## config.mk

```make
export PLATFORM = sky130hd
export DESIGN_NAME = utf8_to_latin1_transcoder
export DESIGN_NICKNAME = d
export VERILOG_FILES = /design/src/rtl/u2l_pkg.sv /design/src/rtl/u2l_front.sv /design/src/rtl/u2l_queue.sv /design/src/rtl/u2l_back.sv /design/src/rtl/utf8_to_latin1_transcoder.sv
export SDC_FILE = /design/constraint.sdc
export NUM_CORES = 1
export LEC_CHECK = 0
export BUFFER_PORTS_ARGS = -buffer_cell sky130_fd_sc_hd__buf_2
export CAP_MARGIN = 25
export CORE_ASPECT_RATIO = 0.8
export CORE_MARGIN = 2
export CORE_UTILIZATION = 50
export CTS_CLUSTER_DIAMETER = 40
export DETAILED_ROUTE_END_ITERATION = 12
export HOLD_SLACK_MARGIN = 0.05
export PLACE_DENSITY = 0.65
export SLEW_MARGIN = 20
export SYNTH_ARGS = -nofsm -noshare
export SYNTH_HDL_FRONTEND = slang
export SYNTH_SLANG_ARGS = --single-unit
```

## constraint.sdc

```tcl
create_clock -name i_clk -period 5.1 [get_ports i_clk]
set_clock_uncertainty 0.1 [all_clocks]
set_input_delay 0.765 -clock i_clk [delete_from_list [all_inputs] [get_ports i_clk]]
set_output_delay 0.765 -clock i_clk [all_outputs]
set_load 0.005 [all_outputs]
```

## src/rtl/u2l_pkg.sv

```systemverilog
// ============================================================================
// u2l_pkg: shared types and constants for the UTF-8 to Latin-1 transcoder
// Request and result payloads, the run descriptor that the front passes to
// the back, and the code point to Latin-1 mapping function.
// ============================================================================
package u2l_pkg;

    // Most result bytes that one input request can cause.
    localparam int RUN_MAX       = 4;
    localparam int RUN_IDX_W     = $clog2(RUN_MAX);
    localparam int RUN_CNT_W     = $clog2(RUN_MAX + 1);
    localparam int CODE_W        = 21;
    localparam int RUN_Q_DEPTH   = 2;

    // Byte classes.
    localparam logic [7:0] CONT_MASK  = 8'hC0;
    localparam logic [7:0] CONT_TAG   = 8'h80;
    localparam logic [7:0] LEAD2_MASK = 8'hE0;
    localparam logic [7:0] LEAD2_TAG  = 8'hC0;
    localparam logic [7:0] LEAD3_MASK = 8'hF0;
    localparam logic [7:0] LEAD3_TAG  = 8'hE0;
    localparam logic [7:0] LEAD4_MASK = 8'hF8;
    localparam logic [7:0] LEAD4_TAG  = 8'hF0;

    // Sequence lengths, counted in continuation bytes.
    localparam logic [1:0] NEED_NONE = 2'd0;
    localparam logic [1:0] NEED_ONE  = 2'd1;
    localparam logic [1:0] NEED_TWO  = 2'd2;
    localparam logic [1:0] NEED_THREE = 2'd3;

    // Replacement bytes.
    localparam logic [7:0] CH_QUOTE1  = 8'h27;
    localparam logic [7:0] CH_QUOTE2  = 8'h22;
    localparam logic [7:0] CH_DASH    = 8'h2D;
    localparam logic [7:0] CH_BULLET  = 8'd149;
    localparam logic [7:0] CH_DOT     = 8'h2E;
    localparam logic [7:0] CH_EURO    = 8'd128;
    localparam logic [7:0] CH_LT      = 8'h3C;
    localparam logic [7:0] CH_GT      = 8'h3E;
    localparam logic [7:0] CH_CARET   = 8'h5E;
    localparam logic [7:0] CH_VEE     = 8'h76;
    localparam logic [7:0] CH_REG     = 8'd174;
    localparam logic [7:0] CH_SPACE   = 8'h20;
    localparam logic [7:0] CH_UNKNOWN = 8'h3F;

    // Input request: one text byte or the end marker.
    typedef struct packed {
        logic [7:0] in_byte;
        logic       is_end;
    } t_in_item;

    // One delivered result byte.
    typedef struct packed {
        logic [7:0] out_byte;
        logic       last_in_run;
    } t_out_item;

    // All result bytes of one request, oldest in entry zero.
    typedef struct packed {
        logic [RUN_MAX-1:0][7:0] bytes;
        logic [RUN_CNT_W-1:0]    count;
    } t_run;

    // Map a complete code point to one Latin-1 byte.
    function automatic logic [7:0] map_code(input logic [CODE_W-1:0] cp);
        logic [7:0] res;
        res = CH_UNKNOWN;
        if (cp < 21'd256) begin
            res = cp[7:0];
        end else begin
            case (cp)
                21'h2018, 21'h2019, 21'h201B: res = CH_QUOTE1;
                21'h201C, 21'h201D, 21'h201F: res = CH_QUOTE2;
                21'h2013, 21'h2014, 21'h2212: res = CH_DASH;
                21'h2022: res = CH_BULLET;
                21'h2026: res = CH_DOT;
                21'h20AC: res = CH_EURO;
                21'h2190: res = CH_LT;
                21'h2192: res = CH_GT;
                21'h2191: res = CH_CARET;
                21'h2193: res = CH_VEE;
                21'h2122: res = CH_REG;
                default: begin
                    if (cp >= 21'h2000 && cp <= 21'h200F) begin
                        res = CH_SPACE;
                    end
                end
            endcase
        end
        return res;
    endfunction

endpackage

```

## src/rtl/u2l_front.sv

```systemverilog
// ============================================================================
// u2l_front: sequence decoder
// Accepts one request per clock on i_accept, tracks the pending multi-byte
// sequence and turns each request into a run of zero to four result bytes.
// ============================================================================
module u2l_front import u2l_pkg::*; (
    input  logic     i_clk,
    input  logic     i_rst_n,
    input  logic     i_accept,
    input  t_in_item i_item,
    output logic     o_run_valid,
    output t_run     o_run
);

    logic [7:0]        r_lead, n_lead;
    logic [1:0]        r_need, n_need;
    logic [1:0]        r_taken, n_taken;
    logic [CODE_W-1:0] r_acc, n_acc;

    logic [7:0]        in_b;
    logic              is_cont;
    logic [CODE_W-1:0] acc_shift;
    logic [1:0]        taken_inc;
    t_run              flush_run;
    t_run              run;

    assign in_b      = i_item.in_byte;
    assign is_cont   = (in_b & CONT_MASK) == CONT_TAG;
    assign acc_shift = {r_acc[CODE_W-7:0], in_b[5:0]};
    assign taken_inc = r_taken + 2'd1;

    // Raw bytes of the pending sequence: the lead, then rebuilt continuations.
    always_comb begin
        flush_run          = '0;
        flush_run.bytes[0] = r_lead;
        flush_run.count    = RUN_CNT_W'(r_taken) + RUN_CNT_W'(1);
        case (r_taken)
            2'd1: begin
                flush_run.bytes[1] = CONT_TAG | {2'b00, r_acc[5:0]};
            end
            2'd2: begin
                flush_run.bytes[1] = CONT_TAG | {2'b00, r_acc[11:6]};
                flush_run.bytes[2] = CONT_TAG | {2'b00, r_acc[5:0]};
            end
            default: begin
            end
        endcase
    end

    // Decode one request into a run and the next sequence state.
    always_comb begin
        n_lead  = r_lead;
        n_need  = r_need;
        n_taken = r_taken;
        n_acc   = r_acc;
        run     = '0;
        if (i_item.is_end) begin
            if (r_need != NEED_NONE) begin
                run     = flush_run;
                n_lead  = '0;
                n_need  = NEED_NONE;
                n_taken = '0;
                n_acc   = '0;
            end
        end else if (r_need != NEED_NONE && is_cont) begin
            if (taken_inc == r_need) begin
                run.bytes[0] = map_code(acc_shift);
                run.count    = RUN_CNT_W'(1);
                n_lead       = '0;
                n_need       = NEED_NONE;
                n_taken      = '0;
                n_acc        = '0;
            end else begin
                n_acc   = acc_shift;
                n_taken = taken_inc;
            end
        end else begin
            // A non-continuation breaks any pending sequence first.
            if (r_need != NEED_NONE) begin
                run = flush_run;
            end
            n_lead  = '0;
            n_need  = NEED_NONE;
            n_taken = '0;
            n_acc   = '0;
            // Then the byte is handled as a fresh one.
            if ((in_b & LEAD2_MASK) == LEAD2_TAG) begin
                n_lead = in_b;
                n_need = NEED_ONE;
                n_acc  = CODE_W'(in_b[4:0]);
            end else if ((in_b & LEAD3_MASK) == LEAD3_TAG) begin
                n_lead = in_b;
                n_need = NEED_TWO;
                n_acc  = CODE_W'(in_b[3:0]);
            end else if ((in_b & LEAD4_MASK) == LEAD4_TAG) begin
                n_lead = in_b;
                n_need = NEED_THREE;
                n_acc  = CODE_W'(in_b[2:0]);
            end else begin
                run.bytes[run.count[RUN_IDX_W-1:0]] = in_b;
                run.count = run.count + RUN_CNT_W'(1);
            end
        end
    end

    // Sequence state advances only on an accepted request.
    always_ff @(posedge i_clk) begin
        if (!i_rst_n) begin
            r_lead  <= '0;
            r_need  <= NEED_NONE;
            r_taken <= '0;
            r_acc   <= '0;
        end else if (i_accept) begin
            r_lead  <= n_lead;
            r_need  <= n_need;
            r_taken <= n_taken;
            r_acc   <= n_acc;
        end
    end

    assign o_run_valid = i_accept && (run.count != '0);
    assign o_run       = run;

endmodule

```

## src/rtl/u2l_queue.sv

```systemverilog
// ============================================================================
// u2l_queue: run queue
// Short first-in first-out store of runs between the decoder and the
// result serializer.
// ============================================================================
module u2l_queue import u2l_pkg::*; #(
    parameter int DEPTH = RUN_Q_DEPTH
) (
    input  logic i_clk,
    input  logic i_rst_n,
    input  logic i_wr,
    input  t_run i_wr_run,
    input  logic i_rd,
    output logic o_full,
    output logic o_valid,
    output t_run o_head
);

    localparam int AW = (DEPTH > 1) ? $clog2(DEPTH) : 1;
    localparam int CW = $clog2(DEPTH + 1);

    t_run          r_mem [DEPTH];
    logic [AW-1:0] r_wp, n_wp;
    logic [AW-1:0] r_rp, n_rp;
    logic [CW-1:0] r_cnt, n_cnt;

    // Pointer and fill count update.
    always_comb begin
        n_wp  = r_wp;
        n_rp  = r_rp;
        n_cnt = r_cnt;
        if (i_wr) begin
            n_wp = (r_wp == AW'(DEPTH - 1)) ? '0 : r_wp + AW'(1);
        end
        if (i_rd) begin
            n_rp = (r_rp == AW'(DEPTH - 1)) ? '0 : r_rp + AW'(1);
        end
        if (i_wr && !i_rd) begin
            n_cnt = r_cnt + CW'(1);
        end else if (!i_wr && i_rd) begin
            n_cnt = r_cnt - CW'(1);
        end
    end

    always_ff @(posedge i_clk) begin
        if (!i_rst_n) begin
            r_wp  <= '0;
            r_rp  <= '0;
            r_cnt <= '0;
        end else begin
            r_wp  <= n_wp;
            r_rp  <= n_rp;
            r_cnt <= n_cnt;
        end
    end

    // Entry storage.
    always_ff @(posedge i_clk) begin
        if (i_wr) begin
            r_mem[r_wp] <= i_wr_run;
        end
    end

    assign o_full  = r_cnt == CW'(DEPTH);
    assign o_valid = r_cnt != '0;
    assign o_head  = r_mem[r_rp];

endmodule

```

## src/rtl/u2l_back.sv

```systemverilog
// ============================================================================
// u2l_back: result serializer
// Walks the bytes of the oldest run into a registered result slot, one per
// clock while the slot is empty or popped, and marks each run's last byte.
// ============================================================================
module u2l_back import u2l_pkg::*; (
    input  logic      i_clk,
    input  logic      i_rst_n,
    input  logic      i_run_valid,
    input  t_run      i_run,
    output logic      o_run_done,
    input  logic      i_pop,
    output logic      o_res_valid,
    output t_out_item o_res
);

    logic [RUN_IDX_W-1:0] r_idx, n_idx;
    logic                 r_valid, n_valid;
    t_out_item            r_res;
    logic                 load;
    logic                 is_last;

    // The slot takes a byte when it is empty or being drained this cycle.
    assign load    = i_run_valid && (!r_valid || i_pop);
    assign is_last = RUN_CNT_W'(r_idx) == (i_run.count - RUN_CNT_W'(1));

    always_comb begin
        n_idx   = r_idx;
        n_valid = r_valid;
        if (load) begin
            n_valid = 1'b1;
            n_idx   = is_last ? '0 : r_idx + RUN_IDX_W'(1);
        end else if (i_pop) begin
            n_valid = 1'b0;
        end
    end

    always_ff @(posedge i_clk) begin
        if (!i_rst_n) begin
            r_idx   <= '0;
            r_valid <= 1'b0;
        end else begin
            r_idx   <= n_idx;
            r_valid <= n_valid;
        end
    end

    // Result payload register.
    always_ff @(posedge i_clk) begin
        if (load) begin
            r_res.out_byte    <= i_run.bytes[r_idx];
            r_res.last_in_run <= is_last;
        end
    end

    assign o_run_done  = load && is_last;
    assign o_res_valid = r_valid;
    assign o_res       = r_res;

endmodule

```

## src/rtl/utf8_to_latin1_transcoder.sv

```systemverilog
// ============================================================================
// utf8_to_latin1_transcoder: UTF-8 to Latin-1 byte stream transcoder
// Decoder front, run queue and result serializer behind queue-style ports.
// ============================================================================
// The block takes one request per clock while full is low (a text byte or
// the end marker) and delivers one result byte per clock while pop is held
// high. A broken or flushed sequence yields up to four bytes, which the
// serializer drains at one per clock. The decoder is combinational and
// writes each run into the run queue at the edge that accepts its request.
// A run leaves the queue when its last byte is loaded. Push sees full while
// QUEUE_DEPTH runs wait in the queue, which happens behind such a burst or
// while pop is held low. When the serializer is idle, a result shows on
// o_result once its run has been written into the run queue and then loaded
// into the result register.
module utf8_to_latin1_transcoder import u2l_pkg::*; #(
    parameter int QUEUE_DEPTH = RUN_Q_DEPTH
) (
    input  logic      i_clk,
    input  logic      i_rst_n,
    input  logic      push,
    output logic      full,
    input  t_in_item  i_item,
    output logic      empty,
    input  logic      pop,
    output t_out_item o_result
);

    logic      accept;
    logic      run_wr;
    t_run      run_new;
    logic      q_valid;
    t_run      q_head;
    logic      run_done;
    logic      res_valid;

    assign accept = push && !full;

    // Decoder front.
    u2l_front u_front (
        .i_clk      (i_clk),
        .i_rst_n    (i_rst_n),
        .i_accept   (accept),
        .i_item     (i_item),
        .o_run_valid(run_wr),
        .o_run      (run_new)
    );

    // Run queue between front and back.
    u2l_queue #(
        .DEPTH(QUEUE_DEPTH)
    ) u_queue (
        .i_clk   (i_clk),
        .i_rst_n (i_rst_n),
        .i_wr    (run_wr),
        .i_wr_run(run_new),
        .i_rd    (run_done),
        .o_full  (full),
        .o_valid (q_valid),
        .o_head  (q_head)
    );

    // Result serializer.
    u2l_back u_back (
        .i_clk      (i_clk),
        .i_rst_n    (i_rst_n),
        .i_run_valid(q_valid),
        .i_run      (q_head),
        .o_run_done (run_done),
        .i_pop      (pop && res_valid),
        .o_res_valid(res_valid),
        .o_res      (o_result)
    );

    assign empty = !res_valid;

endmodule

```

# Word-level counts from Yosys, hierarchy flattened
# Memory sizes are Yosys's and may differ from the RTL's. A register that Yosys moved wholly into a read port is not among the register bits.
# Index checks and enable logic that the tools add are counted.
dict set report op_classes {
  n_eq_ne 28
  addsub 9
  n_mux 55
  magnitude_cmp 6
  reduce_logical 25
}
# cell n
set ops {}
lappend ops {{21-bit by 14-bit equality test with 1-bit output (second input constant)} 17}
lappend ops {{35-bit two-way mux} 6}
lappend ops {{15-bit two-way mux} 6}
lappend ops {{8-bit two-way mux} 11}
lappend ops {{8-bit one-hot mux with 11 select lines} 1}
lappend ops {{32-bit bitwise mux} 1}
lappend ops {{27-bit two-way mux} 1}
lappend ops {{2-bit two-way mux} 13}
lappend ops {{24-bit two-way mux} 1}
lappend ops {{11-bit two-way mux} 2}
lappend ops {{21-bit by 14-bit >= comparator with 1-bit output (second input constant)} 1}
lappend ops {{21-bit by 14-bit <= comparator with 1-bit output (second input constant)} 1}
lappend ops {{21-bit by 9-bit less-than comparator with 1-bit output (second input constant)} 1}
lappend ops {{8-bit binary-select mux with 2-bit select} 1}
lappend ops {{8-bit demux with 2-bit select} 1}
lappend ops {{8-bit one-hot mux with 2 select lines} 1}
lappend ops {{1-bit logical AND} 10}
lappend ops {{3-bit OR reduction} 3}
lappend ops {{1-bit two-way mux} 8}
lappend ops {{2-bit nonzero test} 4}
lappend ops {{2-bit by 1-bit adder with 2-bit output (second input constant)} 3}
lappend ops {{2-bit equality test (second input constant)} 3}
lappend ops {{2-bit by 3-bit less-than comparator with 1-bit output (second input constant)} 2}
lappend ops {{5-bit equality test (second input constant)} 1}
lappend ops {{20 further kinds} 24}
dict set report word_totals {
  output_inout_bits 11
  ramBits 70
  n_memories 1
  ff_bits 43
}
# memory words word_bits rd rd_clocked_by_memory_dff write_ports line_no
set mem_list {}
lappend mem_list {u_queue.r_mem 2 35 1 1 1 u2l_queue.sv:22} ;# t_run r_mem [DEPTH];

# Longest topological paths before layout
dict set report logic_depth {
  word_depth 21
  ltp_mapped 11
  mapped_depth_nobuf 11
}

# Modules after synthesis
# Synthesis repeated with hierarchy kept, for this count alone.
dict set report hier_totals {
  hier_cells 542
  hier_area_um2 5982.0
}
# mod instances area_each_um2 cells_per_inst
set by_module_without_submodules {}
lappend by_module_without_submodules {u2l_queue 1 2756.4 131}
lappend by_module_without_submodules {u2l_front 1 2541.2 368}
lappend by_module_without_submodules {u2l_back 1 660.6 40}
lappend by_module_without_submodules {utf8_to_latin1_transcoder 1 23.8 3}

# Worst setup path after synthesis
# OpenSTA, ideal clock, no wires.
dict set report synth_path {
  path_kind {flip-flop to flip-flop}
  from {reg u_front.r_taken[0]}
  to {mem u_queue.r_mem[0][0] (netlist name), enable pin}
  stages_incl_launch_ff 9
  setup_slack_ps 1179
  t_arrival_ps 3390
  synth_period_minus_slack_ps 3921
  n_path_buf 0
  cell_sequence {dfxtp_1 > inv_1 > ha_1 > nor2_2 > ha_1 > nand3_1 > o211ai_2 > o31a_1 > nor2b_1}
}
# item line_no
set synth_rtl {}
lappend synth_rtl {{start, declared} u2l_front.sv:17} ;# logic [1:0] r_taken, n_taken;
lappend synth_rtl {{start signal, assigned} u2l_front.sv:116} ;# r_taken <= n_taken;
lappend synth_rtl {{end, declared} u2l_queue.sv:22}

==> metrics.txt <==
# TYPE chip_impl_metric gauge
chip_impl_info{name="run_status",value="completed"} 1
chip_impl_info{name="yosys_most_used_dff",value="sky130_fd_sc_hd__edfxtp_1"} 1
chip_impl_metric{name="synth.avg_cell_area",unit="sq um"} 11.4
chip_impl_metric{name="flow.area_growth_from_synthesis",unit="%"} 14.5
chip_impl_metric{name="post_cts.resized_instances",unit=""} 0
chip_impl_metric{name="die_area",unit="sq mm"} 0.0125
chip_impl_metric{name="setup_violations",unit=""} 0
chip_impl_metric{name="finalHoldWorstSlack",unit="ps"} 381
chip_impl_metric{name="pwr-share-seq",unit=""} 0.406
chip_impl_info{name="clockRootBuffer",value="sky130_fd_sc_hd__clkbuf_16"} 1
chip_impl_metric{name="nNetsFinal",unit=""} 550
chip_impl_metric{name="vdd_ir_drop_max",unit="uV"} 250
chip_impl_metric{name="arrival",unit="ps"} 3560
chip_impl_metric{name="clock_sinks",unit=""} 114
chip_impl_metric{name="ys_ff_latch",unit=""} 114
chip_impl_metric{name="synthCells",unit=""} 513
chip_impl_metric{name="cts-hold-fix-buffers",unit=""} 0
chip_impl_metric{name="grt_overflow",unit=""} 0
chip_impl_metric{name="syn_nets",unit=""} 535
chip_impl_info{name="worstHoldStart",value="u_front.r_lead[5]"} 1
chip_impl_metric{name="ios",unit=""} 24
chip_impl_metric{name="avgViaCountPerCell",unit=""} 6.17
chip_impl_metric{name="powerDensity",unit="mW/mm^2"} 412
chip_impl_info{name="layout.cells.most_common_list",value="79 x sky130_fd_sc_hd__edfxtp_1, 48 x sky130_fd_sc_hd__nand2_1, 40 x sky130_fd_sc_hd__a21oi_1"} 1
chip_impl_info{name="worstPathCellList",value="inv_1 > ha_1 > nor2_2 > ha_1 > nand3_1 > o211ai_2 > o31a_1 > nor2b_2 > buf_4"} 1
chip_impl_info{name="layout.cells.most_common",value="sky130_fd_sc_hd__edfxtp_1"} 1
chip_impl_info{name="min_path_type",value="reg -> reg"} 1
chip_impl_metric{name="synth-warning-count",unit=""} 0
chip_impl_info{name="crit_path_frequent_cell",value="sky130_fd_sc_hd__ha_1"} 1
chip_impl_metric{name="internal-power",unit="W"} 0.00208
chip_impl_metric{name="first_pass_grt_wire_length",unit="um"} 22000
chip_impl_metric{name="sw_frac_of_total",unit=""} 0.244
chip_impl_metric{name="power_frac_comb",unit=""} 0.118
chip_impl_metric{name="clk_lat_worst_skew",unit="ps"} 410
chip_impl_metric{name="cts_htree_levels",unit=""} 4
chip_impl_metric{name="insertedDiodeCount",unit=""} 0
chip_impl_info{name="r2r-start",value="u_front.r_taken[0]"} 1
chip_impl_metric{name="finalWeightedCongestion",unit=""} 0.921
chip_impl_metric{name="floorplan.rows",unit=""} 35
chip_impl_metric{name="final_max_slew_viol_count",unit=""} 0
chip_impl_metric{name="globalRouteTotalUtil",unit=""} 0.232
chip_impl_info{name="cts_tree",value="yes"} 1
chip_impl_info{name="cpMaxStageDelayCell",value="sky130_fd_sc_hd__nor2b_2"} 1
chip_impl_metric{name="route.detailed.wl_per_inst",unit="um"} 20.3
chip_impl_metric{name="final_layout_size_suffix_gt1_frac",unit=""} 0.205
chip_impl_metric{name="via_count_of_the_routed_design",unit=""} 4251
chip_impl_metric{name="path_max_fanout",unit=""} 24
chip_impl_metric{name="largest_net_degree_at_the_start_of_global_routing",unit=""} 25
chip_impl_metric{name="via_count_of_the_first_global_routing_pass",unit=""} 4034
chip_impl_metric{name="slowest_delay",unit="ps"} 550
chip_impl_metric{name="finalCritPeriodShare",unit=""} 0.705
chip_impl_metric{name="share_clk_of_total_power",unit=""} 0.476
chip_impl_metric{name="cts_made_buffers",unit=""} 17
chip_impl_info{name="type_of_element_launching_the_critical_path",value="register"} 1
chip_impl_metric{name="clockBufferDepth",unit=""} 2
chip_impl_metric{name="initial_antenna_violation_count",unit=""} 0
chip_impl_metric{name="max_slew.worst_pin.slew",unit="ps"} 957
chip_impl_metric{name="fp.dieW",unit="um"} 125
chip_impl_info{name="setup.worst_path.start",value="u_front.r_taken[0]"} 1
chip_impl_metric{name="synthesis.area",unit="sq mm"} 0.00583
chip_impl_metric{name="synth.yosys.seq_area_share",unit=""} 0.527
chip_impl_metric{name="hold_viol",unit=""} 0
chip_impl_info{name="worstSetupEndpointType",value="register"} 1
chip_impl_metric{name="initial_utilization",unit=""} 0.510
chip_impl_metric{name="final_antenna_net_count",unit=""} 0
chip_impl_metric{name="proportion_of_register_bits_with_asynchronous_set_or_reset_after_synthesis",unit=""} 0
chip_impl_metric{name="dieHeight",unit="um"} 101
chip_impl_metric{name="drc",unit=""} 0
chip_impl_metric{name="post_cts_buffers",unit=""} 0
chip_impl_metric{name="detailed_place_hpwl",unit="um"} 9940
chip_impl_metric{name="wl",unit="um"} 14000
chip_impl_info{name="setup.worst_path.class",value="reg -> reg"} 1
chip_impl_metric{name="max_freq",unit="MHz"} 278
chip_impl_metric{name="cap_violations",unit=""} 0
chip_impl_metric{name="setup_tns",unit="ps"} 0
chip_impl_metric{name="dpl.cell_count",unit=""} 657
chip_impl_metric{name="max_slew_margin",unit=""} 0.361
chip_impl_info{name="rsz_0062_raised_after_global_routing",value="no"} 1
chip_impl_metric{name="clk_transition_reported_paths",unit="ps"} 50
chip_impl_metric{name="drt_pass1_iterations",unit=""} 5
chip_impl_metric{name="detail_route.iter0.violations",unit=""} 539
chip_impl_metric{name="cp_data_required_time",unit="ps"} 5070
chip_impl_metric{name="synth_edf_count",unit=""} 79
chip_impl_metric{name="synth_cell_types",unit=""} 73
chip_impl_metric{name="power.net_switching",unit="W"} 0.000672
chip_impl_metric{name="fp.coreArea",unit="sq mm"} 0.0114
chip_impl_metric{name="finish.cell_count_without_fillers",unit=""} 689
chip_impl_metric{name="leakage",unit="nW"} 2.40
chip_impl_metric{name="period_minus_slack",unit="ps"} 3590
chip_impl_metric{name="port_buffers",unit=""} 23
==> sequential cells by signal, summed over array words and instances (netlist names), named ones only <==
register,flops
u_front.r_acc,15
u_back.r_idx,2
u_front.r_taken,2
u_queue.r_wp,1
u_front.r_lead,8
u_queue.r_mem,70
u_queue.r_rp,1
u_queue.r_cnt,2
u_back.o_res_valid,1
u_back.o_res,9
u_front.r_need,2
==> power groups by stage <==
stage	combinational [W]	clock [W]	sequential, W
detailed placement	0.000325	0	0.00114
global placement	0.000318	0	0.00113
global route	0.000355	0.00137	0.00112
floorplan	0.000252	0	0.00111
CTS	0.000328	0.00132	0.00112
finish	0.000325	0.00131	0.00112
==> routing by layer <==
metal | share of wire | global-route usage
met4 | 0.020 | 0.0847
met1 | 0.47 | 0.329
met2 | 0.45 | 0.356
met3 | 0.059 | 0.0483
met5 | 0 | 0
==> synth_stat cells, types with 2 or more instances <==
cell type / instances / area share
sky130_fd_sc_hd__o21ai_1: 10 / 0.0086
sky130_fd_sc_hd__xor2_1: 5 / 0.0075
sky130_fd_sc_hd__nor4_2: 2 / 0.0043
sky130_fd_sc_hd__a31oi_1: 5 / 0.0054
sky130_fd_sc_hd__edfxtp_1: 79 / 0.41
sky130_fd_sc_hd__nor3_1: 11 / 0.0094
sky130_fd_sc_hd__nand4_2: 2 / 0.0043
sky130_fd_sc_hd__clkbuf_1: 15 / 0.0097
sky130_fd_sc_hd__a22oi_1: 10 / 0.013
sky130_fd_sc_hd__ha_1: 9 / 0.019
sky130_fd_sc_hd__nand3b_1: 2 / 0.0026
sky130_fd_sc_hd__nor4b_1: 2 / 0.0030
sky130_fd_sc_hd__and3_1: 9 / 0.0097
sky130_fd_sc_hd__o21ai_0: 14 / 0.012
sky130_fd_sc_hd__mux2_2: 8 / 0.015
sky130_fd_sc_hd__inv_1: 9 / 0.0058
sky130_fd_sc_hd__or2_2: 2 / 0.0021
sky130_fd_sc_hd__nor4b_4: 2 / 0.0082
sky130_fd_sc_hd__buf_2: 11 / 0.0094
sky130_fd_sc_hd__or2_1: 2 / 0.0021
sky130_fd_sc_hd__o21a_1: 3 / 0.0039
sky130_fd_sc_hd__nor2_1: 34 / 0.022
sky130_fd_sc_hd__and2_1: 7 / 0.0075
sky130_fd_sc_hd__a22o_1: 9 / 0.014
sky130_fd_sc_hd__mux2i_1: 6 / 0.010
sky130_fd_sc_hd__nor3_2: 2 / 0.0034
sky130_fd_sc_hd__nand2b_1: 7 / 0.0075
sky130_fd_sc_hd__o211ai_1: 2 / 0.0026
sky130_fd_sc_hd__dfxtp_1: 35 / 0.12
sky130_fd_sc_hd__nand4_1: 6 / 0.0064
sky130_fd_sc_hd__o22ai_1: 2 / 0.0021
sky130_fd_sc_hd__a21o_1: 3 / 0.0039
sky130_fd_sc_hd__nand2_1: 48 / 0.031
sky130_fd_sc_hd__a21oi_1: 40 / 0.034
sky130_fd_sc_hd__nor2_2: 2 / 0.0021
sky130_fd_sc_hd__mux4_2: 16 / 0.062
sky130_fd_sc_hd__or4b_1: 2 / 0.0034
sky130_fd_sc_hd__nor3b_1: 2 / 0.0026
sky130_fd_sc_hd__nor2b_1: 7 / 0.0075
sky130_fd_sc_hd__a211oi_1: 3 / 0.0039
sky130_fd_sc_hd__xnor2_1: 4 / 0.0060
sky130_fd_sc_hd__nand3_1: 27 / 0.023
sky130_fd_sc_hd__buf_4: 6 / 0.0077
sky130_fd_sc_hd__or3_1: 2 / 0.0021
==> critical path, delay by kind of cell, from the launching register on <==
family / cells / cell delay [ps]
buffers and inverters: 2 / 510
AND/OR/NAND/NOR: 3 / 1090
AO/OA/AOI/OAI: 2 / 380
flip-flops: 1 / 470
adder cells (fa/ha/maj): 2 / 700
==> path summary, 6_finish.rpt <==
| path | slack, ps | to | cells after the start |
|---|---|---|---|
| max | 1510 | u_queue.r_mem[0][13] | 9 |
| min | 380 | u_front.r_lead[5] | 2 |
| max reg2reg | 1510 | u_queue.r_mem[0][13] | 9 |
| min reg2reg | 380 | u_front.r_lead[5] | 2 |
==> kinds of logic (layout without fill, tap and decap cells) <==
logic type	Yosys count	in the layout	synth area share
simple gates	189	189	0.182
mux	31	31	0.0915
buf+inv	44	72	0.0359
fa+ha+maj	9	9	0.0193
flops	114	114	0.527
compound gates	117	117	0.131
xor+xnor	9	9	0.0135
==> cell type report <==
cell class / instances / area, sq um
Fill cell: 918 / 4760
Inverter: 11 / 41.3
Timing Repair Buffer: 29 / 170
Clock buffer: 17 / 425
Clock inverter: 15 / 229
Tap cell: 148 / 185
Multi-Input combinational cell: 355 / 2550
Sequential cell: 114 / 3070
==> through the flow <==
stage	total power [W]	setup slack, ps	instance area (sq um)	utilization
floorplan	0.00136	1180	5830	-
global placement	0.00145	1540	6010	0.526
CTS	0.00277	1490	6670	0.584
finish	0.00275	1510	6670	0.584
global route	0.00285	1220	6670	0.584
detailed placement	0.00146	1450	6020	0.526
(Power assumes the default switching activity.)
